===== src/ntske_pkg.sv =====
package ntske_pkg;

   localparam int COOKIE_SLOT_COUNT_DEF = 8;
   localparam int MAX_COOKIE_BYTES_DEF  = 256;
   localparam int MAX_BODY_BYTES_DEF    = 256;

   // Item kinds on the request channel.
   localparam logic [1:0] FUNC_HEADER = 2'd0;
   localparam logic [1:0] FUNC_BODY   = 2'd1;
   localparam logic [1:0] FUNC_END    = 2'd2;
   localparam logic [1:0] FUNC_READ   = 2'd3;

   // Result status codes.
   localparam logic [1:0] STATUS_VALID   = 2'd0;
   localparam logic [1:0] STATUS_INVALID = 2'd1;
   localparam logic [1:0] STATUS_READ    = 2'd2;

   // NTS-KE record types.
   localparam logic [14:0] TYPE_NEXT_PROTO = 15'd1;
   localparam logic [14:0] TYPE_ERROR      = 15'd2;
   localparam logic [14:0] TYPE_WARNING    = 15'd3;
   localparam logic [14:0] TYPE_AEAD       = 15'd4;
   localparam logic [14:0] TYPE_COOKIE     = 15'd5;
   localparam logic [14:0] TYPE_SERVER     = 15'd6;
   localparam logic [14:0] TYPE_PORT       = 15'd7;

   localparam logic [15:0] AEAD_CMAC = 16'd15;
   localparam logic [15:0] AEAD_GCM  = 16'd30;

   // Configuration register indexes.
   localparam logic [1:0] CSR_CMAC_EN = 2'd0;
   localparam logic [1:0] CSR_GCM_EN  = 2'd1;

   localparam logic [7:0]  PRINT_LOW       = 8'h21;
   localparam logic [7:0]  PRINT_HIGH      = 8'h7E;
   localparam logic [15:0] FIXED_FIELD_LEN = 16'd2;

   // Everything a result needs that is known when its item is accepted.
   typedef struct packed {
      logic [1:0]  status;
      logic [15:0] aead;
      logic [3:0]  count;
      logic [15:0] port;
      logic [8:0]  name_len;
      logic        hit;
      logic [7:0]  offset;
   } rsp_info_type;

endpackage


===== src/ntske_parser.sv =====
module ntske_parser #(
   parameter int COOKIE_SLOT_COUNT = ntske_pkg::COOKIE_SLOT_COUNT_DEF,
   parameter int MAX_COOKIE_BYTES  = ntske_pkg::MAX_COOKIE_BYTES_DEF,
   parameter int MAX_BODY_BYTES    = ntske_pkg::MAX_BODY_BYTES_DEF,
   localparam int DEPTH = COOKIE_SLOT_COUNT * MAX_COOKIE_BYTES,
   localparam int AW    = $clog2(DEPTH),
   localparam int IW    = (COOKIE_SLOT_COUNT > 1) ? $clog2(COOKIE_SLOT_COUNT) : 1,
   localparam int CLW   = $clog2(MAX_COOKIE_BYTES + 1)
) (
   input  logic                     clock,
   input  logic                     reset,
   input  logic                     accept,
   input  logic [1:0]               func,
   input  logic                     critical_bit,
   input  logic [14:0]              record_type,
   input  logic [15:0]              body_length,
   input  logic [7:0]               body_byte,
   input  logic [2:0]               cookie_index,
   input  logic [7:0]               byte_offset,
   input  logic                     csr_write_en,
   input  logic [1:0]               csr_index,
   input  logic                     csr_wdata,
   output ntske_pkg::rsp_info_type  info,
   output logic                     byte_we,
   output logic [AW-1:0]            byte_waddr,
   output logic [7:0]               byte_wdata,
   output logic                     byte_re,
   output logic [AW-1:0]            byte_raddr,
   output logic                     len_we,
   output logic [IW-1:0]            len_waddr,
   output logic [CLW-1:0]           len_wdata,
   output logic                     len_re,
   output logic [IW-1:0]            len_raddr
);
   import ntske_pkg::*;

   localparam int HW  = $clog2(COOKIE_SLOT_COUNT + 1);
   localparam int NLW = $clog2(MAX_BODY_BYTES + 1);
   localparam logic [HW-1:0] COOKIE_SLOTS = HW'(COOKIE_SLOT_COUNT);
   localparam logic [16:0]   COOKIE_MAX   = 17'(MAX_COOKIE_BYTES);
   localparam logic [16:0]   BODY_MAX     = 17'(MAX_BODY_BYTES);

   logic           cmac_en_ff, cmac_en_in;
   logic           gcm_en_ff, gcm_en_in;
   logic           open_ff, open_in;
   logic           error_ff, error_in;
   logic           proto_ff, proto_in;
   logic [15:0]    aead_val_ff, aead_val_in;
   logic           aead_seen_ff, aead_seen_in;
   logic [15:0]    port_ff, port_in;
   logic [NLW-1:0] name_len_ff, name_len_in;
   logic [HW-1:0]  held_ff, held_in;
   logic           crit_ff, crit_in;
   logic [14:0]    type_ff, type_in;
   logic [15:0]    len_ff, len_in;
   logic [15:0]    seen_ff, seen_in;
   logic [15:0]    fw_ff, fw_in;
   logic           print_ff, print_in;

   // State as seen once a message is open: a closed message reads as reset.
   logic           eff_error, eff_proto, eff_aead_seen;
   logic [15:0]    eff_aead_val, eff_port;
   logic [NLW-1:0] eff_name_len;
   logic [HW-1:0]  eff_held;

   logic           fin_en, fin_crit, fin_print, fin_take;
   logic [14:0]    fin_type;
   logic [15:0]    fin_len, fin_fw;
   logic           msg_ok, read_hit;

   function automatic logic cookie_ok(logic [14:0] rtype, logic [15:0] rlen,
                                      logic [HW-1:0] held);
      cookie_ok = (rtype == TYPE_COOKIE) && (rlen != 16'd0) &&
                  ({1'b0, rlen} <= COOKIE_MAX) && (rlen[1:0] == 2'b00) &&
                  (held < COOKIE_SLOTS);
   endfunction

   always_comb begin
      eff_error     = open_ff & error_ff;
      eff_proto     = open_ff & proto_ff;
      eff_aead_seen = open_ff & aead_seen_ff;
      eff_aead_val  = open_ff ? aead_val_ff : 16'd0;
      eff_port      = open_ff ? port_ff : 16'd0;
      eff_name_len  = open_ff ? name_len_ff : '0;
      eff_held      = open_ff ? held_ff : '0;
   end

   always_comb begin
      cmac_en_in   = cmac_en_ff;
      gcm_en_in    = gcm_en_ff;
      open_in      = open_ff;
      error_in     = error_ff;
      proto_in     = proto_ff;
      aead_val_in  = aead_val_ff;
      aead_seen_in = aead_seen_ff;
      port_in      = port_ff;
      name_len_in  = name_len_ff;
      held_in      = held_ff;
      crit_in      = crit_ff;
      type_in      = type_ff;
      len_in       = len_ff;
      seen_in      = seen_ff;
      fw_in        = fw_ff;
      print_in     = print_ff;

      fin_en    = 1'b0;
      fin_crit  = crit_ff;
      fin_type  = type_ff;
      fin_len   = len_ff;
      fin_fw    = fw_ff;
      fin_print = print_ff;

      byte_we    = 1'b0;
      byte_waddr = AW'(32'(held_ff) * MAX_COOKIE_BYTES + 32'(seen_ff));
      byte_wdata = body_byte;

      if (csr_write_en) begin
         case (csr_index)
            CSR_CMAC_EN: cmac_en_in = csr_wdata;
            CSR_GCM_EN:  gcm_en_in  = csr_wdata;
            default: ;
         endcase
      end

      if (accept) begin
         case (func)
            FUNC_HEADER: begin
               open_in      = 1'b1;
               error_in     = eff_error;
               proto_in     = eff_proto;
               aead_val_in  = eff_aead_val;
               aead_seen_in = eff_aead_seen;
               port_in      = eff_port;
               name_len_in  = eff_name_len;
               held_in      = eff_held;
               if (!open_ff) begin
                  crit_in  = 1'b0;
                  type_in  = '0;
                  len_in   = '0;
                  seen_in  = '0;
                  fw_in    = '0;
                  print_in = 1'b1;
               end
               if (!eff_error) begin
                  crit_in  = critical_bit;
                  type_in  = record_type;
                  len_in   = body_length;
                  seen_in  = '0;
                  fw_in    = '0;
                  print_in = 1'b1;
                  if ({1'b0, body_length} > BODY_MAX) begin
                     if (critical_bit) begin
                        error_in = 1'b1;
                     end
                  end else if (body_length == 16'd0) begin
                     // An empty record is judged right at its header.
                     fin_en    = 1'b1;
                     fin_crit  = critical_bit;
                     fin_type  = record_type;
                     fin_len   = body_length;
                     fin_fw    = '0;
                     fin_print = 1'b1;
                  end
               end
            end
            FUNC_BODY: begin
               if (open_ff && !error_ff && (seen_ff < len_ff)) begin
                  seen_in = seen_ff + 16'd1;
                  if ({1'b0, len_ff} <= BODY_MAX) begin
                     if (seen_ff == 16'd0) begin
                        fw_in = {body_byte, 8'h00};
                     end else if (seen_ff == 16'd1) begin
                        fw_in = fw_ff | {8'h00, body_byte};
                     end
                     if ((body_byte < PRINT_LOW) || (body_byte > PRINT_HIGH)) begin
                        print_in = 1'b0;
                     end
                     byte_we = cookie_ok(type_ff, len_ff, held_ff);
                     if (seen_in == len_ff) begin
                        fin_en    = 1'b1;
                        fin_fw    = fw_in;
                        fin_print = print_in;
                     end
                  end
               end
            end
            FUNC_END: begin
               open_in      = 1'b0;
               error_in     = eff_error;
               proto_in     = eff_proto;
               aead_val_in  = eff_aead_val;
               aead_seen_in = eff_aead_seen;
               port_in      = eff_port;
               name_len_in  = eff_name_len;
               held_in      = eff_held;
               crit_in      = 1'b0;
               type_in      = '0;
               len_in       = '0;
               seen_in      = '0;
               if (!open_ff) begin
                  fw_in    = '0;
                  print_in = 1'b1;
               end
            end
            default: ;
         endcase
      end

      fin_take  = cookie_ok(fin_type, fin_len, held_in);
      len_we    = 1'b0;
      len_waddr = IW'(held_in);
      len_wdata = CLW'(fin_len);

      if (fin_en) begin
         case (fin_type)
            TYPE_NEXT_PROTO: begin
               if (!fin_crit || (fin_len != FIXED_FIELD_LEN) || (fin_fw != 16'd0)) begin
                  error_in = 1'b1;
               end else begin
                  proto_in = 1'b1;
               end
            end
            TYPE_AEAD: begin
               if ((fin_len == FIXED_FIELD_LEN) &&
                   (((fin_fw == AEAD_CMAC) && cmac_en_ff) ||
                    ((fin_fw == AEAD_GCM) && gcm_en_ff))) begin
                  aead_val_in  = fin_fw;
                  aead_seen_in = 1'b1;
               end else begin
                  error_in = 1'b1;
               end
            end
            TYPE_ERROR, TYPE_WARNING: error_in = 1'b1;
            TYPE_COOKIE: begin
               if (fin_take) begin
                  len_we  = 1'b1;
                  held_in = held_in + HW'(1);
               end
            end
            TYPE_SERVER: begin
               if ((fin_len == 16'd0) || !fin_print) begin
                  error_in = 1'b1;
               end else begin
                  name_len_in = NLW'(fin_len);
               end
            end
            TYPE_PORT: begin
               if (fin_len != FIXED_FIELD_LEN) begin
                  error_in = 1'b1;
               end else begin
                  port_in = fin_fw;
               end
            end
            default: begin
               if (fin_crit) begin
                  error_in = 1'b1;
               end
            end
         endcase
      end
   end

   // Result fields: a verdict sees the message as opened, a read sees what is held.
   always_comb begin
      msg_ok   = !eff_error && (eff_held != '0) && eff_proto && eff_aead_seen;
      read_hit = (32'(cookie_index) < 32'(held_ff)) &&
                 (32'(cookie_index) < COOKIE_SLOT_COUNT);
      if (func == FUNC_READ) begin
         info.status   = STATUS_READ;
         info.aead     = aead_val_ff;
         info.count    = 4'(held_ff);
         info.port     = port_ff;
         info.name_len = 9'(name_len_ff);
         info.hit      = read_hit;
      end else begin
         info.status   = msg_ok ? STATUS_VALID : STATUS_INVALID;
         info.aead     = eff_aead_val;
         info.count    = 4'(eff_held);
         info.port     = eff_port;
         info.name_len = 9'(eff_name_len);
         info.hit      = 1'b0;
      end
      info.offset = byte_offset;

      len_re     = accept && (func == FUNC_READ) && read_hit;
      len_raddr  = IW'(cookie_index);
      byte_re    = len_re && (32'(byte_offset) < MAX_COOKIE_BYTES);
      byte_raddr = AW'(32'(cookie_index) * MAX_COOKIE_BYTES + 32'(byte_offset));
   end

   always_ff @(posedge clock) begin
      if (reset) begin
         cmac_en_ff   <= 1'b1;
         gcm_en_ff    <= 1'b1;
         open_ff      <= 1'b0;
         error_ff     <= 1'b0;
         proto_ff     <= 1'b0;
         aead_val_ff  <= '0;
         aead_seen_ff <= 1'b0;
         port_ff      <= '0;
         name_len_ff  <= '0;
         held_ff      <= '0;
         crit_ff      <= 1'b0;
         type_ff      <= '0;
         len_ff       <= '0;
         seen_ff      <= '0;
         fw_ff        <= '0;
         print_ff     <= 1'b1;
      end else begin
         cmac_en_ff   <= cmac_en_in;
         gcm_en_ff    <= gcm_en_in;
         open_ff      <= open_in;
         error_ff     <= error_in;
         proto_ff     <= proto_in;
         aead_val_ff  <= aead_val_in;
         aead_seen_ff <= aead_seen_in;
         port_ff      <= port_in;
         name_len_ff  <= name_len_in;
         held_ff      <= held_in;
         crit_ff      <= crit_in;
         type_ff      <= type_in;
         len_ff       <= len_in;
         seen_ff      <= seen_in;
         fw_ff        <= fw_in;
         print_ff     <= print_in;
      end
   end

   assert property (@(posedge clock) disable iff (reset) held_ff <= COOKIE_SLOTS)
      else $error("cookie count exceeds the number of slots");

   assert property (@(posedge clock) disable iff (reset)
      byte_we |-> open_ff && !error_ff && (type_ff == TYPE_COOKIE))
      else $error("cookie byte written outside an open cookie record");

   assert property (@(posedge clock) disable iff (reset)
      len_we |=> held_ff == $past(held_ff) + HW'(1))
      else $error("cookie length stored without advancing the cookie count");

endmodule


===== config.mk =====
export PLATFORM = sky130hd
export DESIGN_NAME = ntske_parser
export DESIGN_NICKNAME = d
export VERILOG_FILES = /design/src/ntske_pkg.sv /design/src/ntske_parser.sv
export SDC_FILE = /design/constraint.sdc
export NUM_CORES = 1
export LEC_CHECK = 0
export BUFFER_PORTS_ARGS = -buffer_cell sky130_fd_sc_hd__buf_2
export CAP_MARGIN = 20
export CELL_PAD_IN_SITES_DETAIL_PLACEMENT = 0
export CELL_PAD_IN_SITES_GLOBAL_PLACEMENT = 1
export CORE_ASPECT_RATIO = 1.25
export CORE_MARGIN = 2
export CORE_UTILIZATION = 40
export CTS_CLUSTER_DIAMETER = 120
export DETAILED_ROUTE_END_ITERATION = 7
export GPL_ROUTABILITY_DRIVEN = 0
export PLACE_DENSITY = 0.86
export SLEW_MARGIN = 20
export SYNTH_ARGS = -nofsm -noshare
export SYNTH_HDL_FRONTEND = slang
export SYNTH_SLANG_ARGS = --single-unit

===== constraint.sdc =====
create_clock -name clock -period 5.1 [get_ports clock]
set_clock_uncertainty 0.15 [all_clocks]
set_input_delay 1.02 -clock clock [delete_from_list [all_inputs] [get_ports clock]]
set_output_delay 1.02 -clock clock [all_outputs]
set_load 0.1 [all_outputs]

==> metrics.log, run 1 <==
INFO  metric detailedPlace.worstSlack = 0.509 ns
INFO  metric fp.dieW = between 100 and 150 um
INFO  metric ys_async_sr_fraction = 0%
INFO  metric final_min_period_over_clock_period = 93.6%
INFO  metric report.final.setup_viol = 0
INFO  metric dp.cells = 1330
INFO  metric worstMarginPinSlew = 1.06 ns
INFO  metric cells_along_the_critical_path = ha_1 -> nand4_1 -> or4_1 -> xnor2_1 -> nor3_2 -> nand3b_2 -> nor4_2 -> nor4b_4 -> buf_12
INFO  metric grt_use_total = 23.5%
INFO  metric first_global_vias = ~7300
INFO  metric numCtsBuffers = 17
INFO  metric cts_hold_buffers = 0
INFO  metric synth.distinct_cells = 78
INFO  metric route.vias.total = ~8000
INFO  metric cellLeakagePower = ~3.4 nW
INFO  metric dpl.hpwl = ~18000 um
INFO  metric remaining_drc_errors = 0
INFO  metric totalPowerFinal = ~2.4 mW
INFO  metric mappedNetlistNets = approximately 1100
INFO  metric timing.critical_path.slowest_stage_cell = sky130_fd_sc_hd__or4_1
INFO  metric unrepaired_setup_endpoints_after_global_routing = no
INFO  metric cts-root-buf = sky130_fd_sc_hd__clkbuf_16
INFO  metric vdd_drop_max = 0.000221 V
INFO  metric max-slew-margin-rel = between 20 and 30%
INFO  metric ant_nets = 0
INFO  metric grt_most_used_layer = met2
INFO  metric crit_type = reg2out
INFO  metric ys_seq_area_share = a little under a third
INFO  metric grtUsageMet1 = 28.7%
INFO  metric cts_max_level = 4
INFO  metric slew_viol_final = 0
INFO  metric timing.fmax = around 210 MHz
INFO  metric grt-ovfl-total = 0
INFO  metric floorplan.initialDensity = 40.9%
INFO  metric crit_path_max_incr_delay = between 0.5 and 0.6 ns
INFO  metric max_cap_violation_count = 0
INFO  metric drt_first_iter_violations = about 690
INFO  metric cts-resized-gates = 0
INFO  metric tritoncts = built
INFO  metric design.portCount = 165
INFO  metric routed_via_density = roughly 5.8
INFO  metric critical_path.endpoint_type = output port
INFO  metric top_reg_cell_synth = sky130_fd_sc_hd__dfxtp_1
INFO  metric grt_util_met2 = about two fifths
INFO  metric drt-total-wl = approximately 24000 um
INFO  metric core_area = between 15000 and 20000 um^2
INFO  metric status = finished, final reports clean
INFO  metric antenna_violations_before_repair = 0
INFO  metric layout.cells.most_common_list = sky130_fd_sc_hd__buf_2 (138), sky130_fd_sc_hd__nand2_1 (126), sky130_fd_sc_hd__dfxtp_1 (116)
INFO  metric finalHoldViolCount = 0
INFO  metric synth_warnings = 0
INFO  metric cellPowerDensity = roughly 270 nW/um^2
INFO  metric timing.final.crit_period = between 4 and 5 ns
INFO  metric fin_setup_tns = 0 ns
INFO  metric path_max_fanout = 8
INFO  metric most_common_cell_after_layout_fill_and_taps_aside = sky130_fd_sc_hd__buf_2
INFO  metric clock_path_buffers = 2
INFO  metric rows = 56
INFO  metric layout.nets = approximately 1200
INFO  metric worst_slack = approximately 0.33 ns
INFO  metric start_kind = register
INFO  metric syn_avg_cell_area = 7.40 um^2
INFO  metric worst_skew_pair.late_latency = around 0.42 ns
INFO  metric grt_util_met3 = about 4.2%
INFO  metric synth-edff-count = 0
INFO  metric detail_route.wl_per_cell = ~18 um
INFO  metric floorplan.die_area = ~20000 um^2
INFO  metric clock_sink_count = approximately 120
INFO  metric grt_max_degree = 56
INFO  metric cts.clk_slew.worst_paths = ~0.06 ns
INFO  metric cts_setup_buffers = 0
INFO  metric area.growth.synth_to_final = 15.8%
INFO  metric port-buffer-count = 140
INFO  metric fin_cells = between 1000 and 1500
INFO  metric diodes = 0
INFO  metric crit_arrival = 3.60 ns
INFO  metric grt_first_pass_wirelength = 38200 um
INFO  metric fp.dieH = around 160 um
INFO  metric hold_path_class = reg2reg
INFO  metric drt_first_pass_iters = 8
INFO  metric timing.critical_path.required = slightly below 4 ns
INFO  metric synth.ff_latch_count = 116
INFO  metric drive_gt1_share = slightly below 20%
INFO  metric path_delay_family = simple AND/OR/NAND/NOR gates
INFO  metric cp_num_buf_inv = 1
INFO  metric mappedNetlistArea = 7680 um^2
INFO  metric syn-instance-count = just over 1000
-- power by group --
group	switching, mW	total [mW]	leakage [nW]	internal, mW
registers	0.0175	0.938	0.937	0.920
logic	0.258	0.347	2.23	0.0887
clock network	0.444	1.12	0.258	0.680
-- stage by stage --
stage / hold WS [ns] / util [%] / cell area [um^2]
after floorplan: 0.282 / - / 7690
after global placement: 0.290 / 44.4 / 8340
after detailed placement: 0.300 / 44.4 / 8340
after CTS: 0.310 / 47.3 / 8890
after global routing: 0.323 / 47.3 / 8890
final: 0.306 / 47.3 / 8890
-- Yosys cell counts, types with 10 or more instances --
cell                       count  share of area [%]
sky130_fd_sc_hd__nand2_1     126                6.2
sky130_fd_sc_hd__buf_2        11               0.72
sky130_fd_sc_hd__clkbuf_1     47                2.3
sky130_fd_sc_hd__o21ai_0      28                1.8
sky130_fd_sc_hd__and2_1       12               0.98
sky130_fd_sc_hd__nor2_1       87                4.3
sky130_fd_sc_hd__nand2b_1     14                1.1
sky130_fd_sc_hd__nor3_1       30                2.0
sky130_fd_sc_hd__nand4_1      13                1.1
sky130_fd_sc_hd__or4_1        10               0.98
sky130_fd_sc_hd__nor2b_1      52                4.2
sky130_fd_sc_hd__nor4_1       31                2.5
sky130_fd_sc_hd__a21oi_1     103                6.7
sky130_fd_sc_hd__nand3_1      76                5.0
sky130_fd_sc_hd__a22oi_1      16                1.6
sky130_fd_sc_hd__dfxtp_1     116                 30
sky130_fd_sc_hd__nor3b_1      14                1.4
sky130_fd_sc_hd__inv_1        33                1.6
sky130_fd_sc_hd__ha_1         27                4.4
sky130_fd_sc_hd__buf_4        43                4.2
-- tightest hold or removal path, delay by kind of cell (launching register included) --
family	cells	cell delay, ns
DFF	1	0.31
and+or+nand+nor	1	0.05
AOI/OAI and AO/OA	1	0.05
-- worst paths after layout --
kind                            slack [ns]        start              to  cells past startpoint
worst max-delay path                  0.33   seen_ff[1]          len_we                      9
worst max register to register        0.80   seen_ff[1]  aead_val_ff[9]                     11
worst min register to register        0.31  type_ff[12]     type_ff[12]                      2
worst min-delay path                  0.31  type_ff[12]     type_ff[12]                      2
-- metal layers --
metal	vias to the layer above	wire (um)
met2	295	11900
li1	3819	-
met4	0	860
met1	3695	10200
met5	-	0
met3	72	1290
-- area by class of cell --
cell class	instances	area, um^2
Fill cell	1914	9890
Multi-Input combinational cell	784	4700
Sequential cell	116	2320
Timing Repair Buffer	164	898
Clock buffer	20	447
Tap cell	232	290
Inverter	34	128
Clock inverter	12	109
-- state kept, by name, indices dropped and copies added, names as in the netlist --
register and flops:
cmac_en_ff 1, print_ff 1, port_ff 16, type_ff 15, crit_ff 1, error_ff 1
open_ff 1, aead_val_ff 16, aead_seen_ff 1, gcm_en_ff 1, held_ff 4, proto_ff 1
len_ff 16, seen_ff 16, fw_ff 16, name_len_ff 9
-- cells by family after synthesis --
kind of cell	share of synthesized area (%)
AND/OR/NAND/NOR	34.7
AO/OA/AOI/OAI	18.2
buffers and inverters	9.03
flip-flops	30.2
adder cells (fa/ha/maj)	4.66
XOR/XNOR	1.83
multiplexers	1.35
Power figures use the tool's default switching activity.
==> inputs of run 2 (changes only) <==
CTS_BUF_LIST = sky130_fd_sc_hd__clkbuf_4 sky130_fd_sc_hd__clkbuf_8 sky130_fd_sc_hd__clkbuf_16   (was unset)
==> run 2 against run 1 <==
  * First-iteration DRC count decreased by 2.6%
  * Power rose by 0.45%
  * Setup slack better by 0.0043 ns
  * Wire length decreased by 0.25%
  * Fmax barely moved
  * Largest cell class unchanged
  * Highest routed layer unchanged
==> metrics.log, run 2 (synthesis gave the netlist of run 1 again) <==
INFO  metric status = finished, final reports clean (unchanged)
INFO  metric drt_first_pass_iters = 5 (was 8)
INFO  metric cts-root-buf = sky130_fd_sc_hd__clkbuf_16 (unchanged)
INFO  metric port-buffer-count = 140 (unchanged)
INFO  metric cts.clk_slew.worst_paths = 0.05 ns (was 0.06 ns)
INFO  metric area.growth.synth_to_final = 15.9% (was 15.8%)
INFO  metric critPathLaunch = seen_ff[0] (was seen_ff[1])
INFO  metric intPower = 1.70 mW (was 1.69 mW)
INFO  metric crit_type = reg2out (unchanged)
INFO  metric timing.critical_path.slowest_stage_cell = sky130_fd_sc_hd__or4_1 (unchanged)
INFO  metric clock_path_buffers = 2 (unchanged)
INFO  metric dpl.hpwl = 18200 um (unchanged)
INFO  metric finalHoldViolCount = 0 (unchanged)
INFO  metric floorplan.initialDensity = 40.9% (unchanged)
INFO  metric clock_sink_count = 116 (unchanged)
INFO  metric min_path_cells = 2 (unchanged)
INFO  metric rows = 56 (unchanged)
INFO  metric timing.fmax = 210 MHz (was 209 MHz)
INFO  metric max-slew-margin-rel = 29.2% (was 29.3%)
INFO  metric hold_path_class = reg2reg (unchanged)
INFO  metric fin_setup_tns = 0 ns (unchanged)
INFO  metric timing.critical_path.required = 3.93 ns (about the same)
INFO  metric switchingPower = 0.719 mW (about the same)
INFO  metric critical_path.reg2reg.startpoint = seen_ff[0] (was seen_ff[1])
INFO  metric remaining_drc_errors = 0 (unchanged)
INFO  metric slew_viol_final = 0 (unchanged)
INFO  metric report.final.setup_viol = 0 (unchanged)
INFO  metric flop_to_flop_setup_slack = 0.82 ns (was 0.80 ns)
INFO  metric path_max_fanout = 9 (was 8)
INFO  metric critical_path.endpoint_type = output port (unchanged)
INFO  metric core_area = 18800 um^2 (unchanged)
INFO  metric drive_gt1_share = 20.0% (was 19.8%)
INFO  metric crit_arrival = 3.60 ns (about the same)
INFO  metric grt_max_degree = 56 (unchanged)
INFO  metric first_global_vias = 7285 (was 7283)
INFO  metric final-seq-area = 2320 um^2 (unchanged)
INFO  metric antenna_violations_before_repair = 0 (unchanged)
INFO  metric cts_setup_buffers = 0 (unchanged)
INFO  metric worst_skew_pair.late_latency = 0.42 ns (about the same)
INFO  metric detail_route.wl_per_cell = 17.8 um (about the same)
INFO  metric worst_hold_startpoint = aead_val_ff[2] (was type_ff[12])
INFO  metric filler_cell_count = 1910 (was 1914)
INFO  metric max_cap_violation_count = 0 (unchanged)
INFO  metric start_kind = register (unchanged)
INFO  metric route.vias.total = 7869 (was 7881)
INFO  metric grt-ovfl-total = 0 (unchanged)
INFO  metric floorplan.die_area = 20300 um^2 (unchanged)
INFO  metric rr_endpoint = aead_val_ff[9] (unchanged)
INFO  metric design.portCount = 165 (unchanged)
INFO  metric postLayoutCellArea = 8900 um^2 (was 8890 um^2)
INFO  metric fp.dieH = 159 um (unchanged)
INFO  metric layout.cells.most_common_list = sky130_fd_sc_hd__buf_2 (138), sky130_fd_sc_hd__nand2_1 (126), sky130_fd_sc_hd__dfxtp_1 (116) (unchanged)
INFO  metric multiInputGateArea = 4700 um^2 (unchanged)
INFO  metric ant_nets = 0 (unchanged)
INFO  metric swShare = 29.7% (was 29.9%)
INFO  metric most_common_cell_after_layout_fill_and_taps_aside = sky130_fd_sc_hd__buf_2 (unchanged)
INFO  metric cells_along_the_critical_path = ha_1 -> nand3_1 -> or4_1 -> a21oi_1 -> o31ai_1 -> nand3b_2 -> nor4_2 -> nor4b_4 -> buf_12 (was ha_1 -> nand4_1 -> or4_1 -> xnor2_1 -> nor3_2 -> nand3b_2 -> nor4_2 -> nor4b_4 -> buf_12)
INFO  metric clock_network_fraction_of_total_power = 46.9% (was 46.7%)
INFO  metric diodes = 0 (unchanged)
INFO  metric layout.nets = 1205 (unchanged)
INFO  metric numCtsBuffers = 17 (unchanged)
INFO  metric routed_via_density = 5.78 (was 5.79)
INFO  metric path_delay_family = simple AND/OR/NAND/NOR gates (unchanged)
INFO  metric vdd_drop_max = 0.000222 V (was 0.000221 V)
INFO  metric cellLeakagePower = 3.43 nW (about the same)
INFO  metric timing.final.crit_period = 4.77 ns (about the same)
INFO  metric final_min_period_over_clock_period = 93.5% (was 93.6%)
INFO  metric total_placed_instance_area = 8340 um^2 (unchanged)
INFO  metric grt_first_pass_wirelength = 38200 um (about the same)
INFO  metric cellPowerDensity = 272 nW/um^2 (was 271 nW/um^2)
INFO  metric drt-total-wl = 24200 um (was 24300 um)
INFO  metric seq_power_share = 38.8% (was 38.9%)
INFO  metric tritoncts = built (unchanged)
INFO  metric totalPowerFinal = 2.42 mW (was 2.41 mW)
INFO  metric worstRegToRegCells = 11 (unchanged)
INFO  metric cts-resized-gates = 0 (unchanged)
INFO  metric drt_first_iter_violations = 667 (was 685)
INFO  metric cts_max_level = 4 (unchanged)
INFO  metric comb_power_share = 14.3% (was 14.4%)
INFO  metric fp.dieW = 128 um (unchanged)
INFO  metric worstHoldEndpoint = aead_val_ff[2] (was type_ff[12])
INFO  metric cts_hold_buffers = 0 (unchanged)
INFO  metric worstMarginPinSlew = 1.06 ns (about the same)
INFO  metric grt_use_total = 23.5% (about the same)
INFO  metric cp_num_buf_inv = 1 (unchanged)
INFO  metric crit_path_max_incr_delay = 0.51 ns (about the same)
INFO  metric unrepaired_setup_endpoints_after_global_routing = no (unchanged)
run 2: cell counts in the layout (fill, tap and decap cells not counted):
No cell type changed its count.
run 2: worst max path at each step:
| stage | to | slack (ns) | cells after the start |
|---|---|---|---|
| 6_report | len_we | 0.33 | 9 |
| 5_1_grt | len_we | 0.12 | 9 |
| 4_1_cts | len_we | 0.36 | 9 |
| 3_5_place_dp | len_we | 0.51 | 8 |
| 3_3_place_gp | len_we | 0.57 | 8 |
| 2_1_floorplan | len_we | 0.14 | 9 |
run 2: final cells by class:
type,instances,share of cell area (%)
Clock buffer,20,5.10
Clock inverter,12,1.22
Timing Repair Buffer,164,10.1
Multi-Input combinational cell,784,52.8
Sequential cell,116,26.1
Inverter,34,1.43
Tap cell,232,3.26
run 2: through the flow:
stage | setup WS [ns] | cells | hold WS, ns | util (%)
3_5_place_dp | 0.509 | 1330 | 0.300 | 44.4
2_1_floorplan | 0.136 | 1038 | 0.282 | -
3_3_place_gp | 0.571 | 1330 | 0.290 | 44.4
4_1_cts | 0.357 | 1362 | 0.310 | 47.4
6_report | 0.331 | 1362 | 0.305 | 47.4
5_1_grt | 0.125 | 1362 | 0.323 | 47.4
run 2: power groups by stage:
stage                     registers [mW]  logic (mW)  clock network [mW]
after floorplan                    0.949       0.313                   0
after global placement             0.956       0.339                   0
after global routing               0.939       0.371                1.18
final                              0.938       0.346                1.13
after CTS                          0.937       0.343                1.15
after detailed placement           0.957       0.342                   0
run 2: metal layers:
layer / routed length, um / global-route usage [%] / vias to the layer above
met3: 1350 / 4.18 / 63
met4: 744 / 10.7 / 0
met5: 0 / 0 / -
li1: - / - / 3822
met1: 10100 / 28.8 / 3691
met2: 12000 / 39.8 / 293
run 2: worst register-to-register path, delay by kind of cell, from the launching register on:
kind	cells	cell delay, ns
and+or+nand+nor	6	1.83
AOI/OAI and AO/OA	3	1.15
DFF	1	0.49
adders and majority gates	1	0.37
xor gates and xnor gates	1	0.17
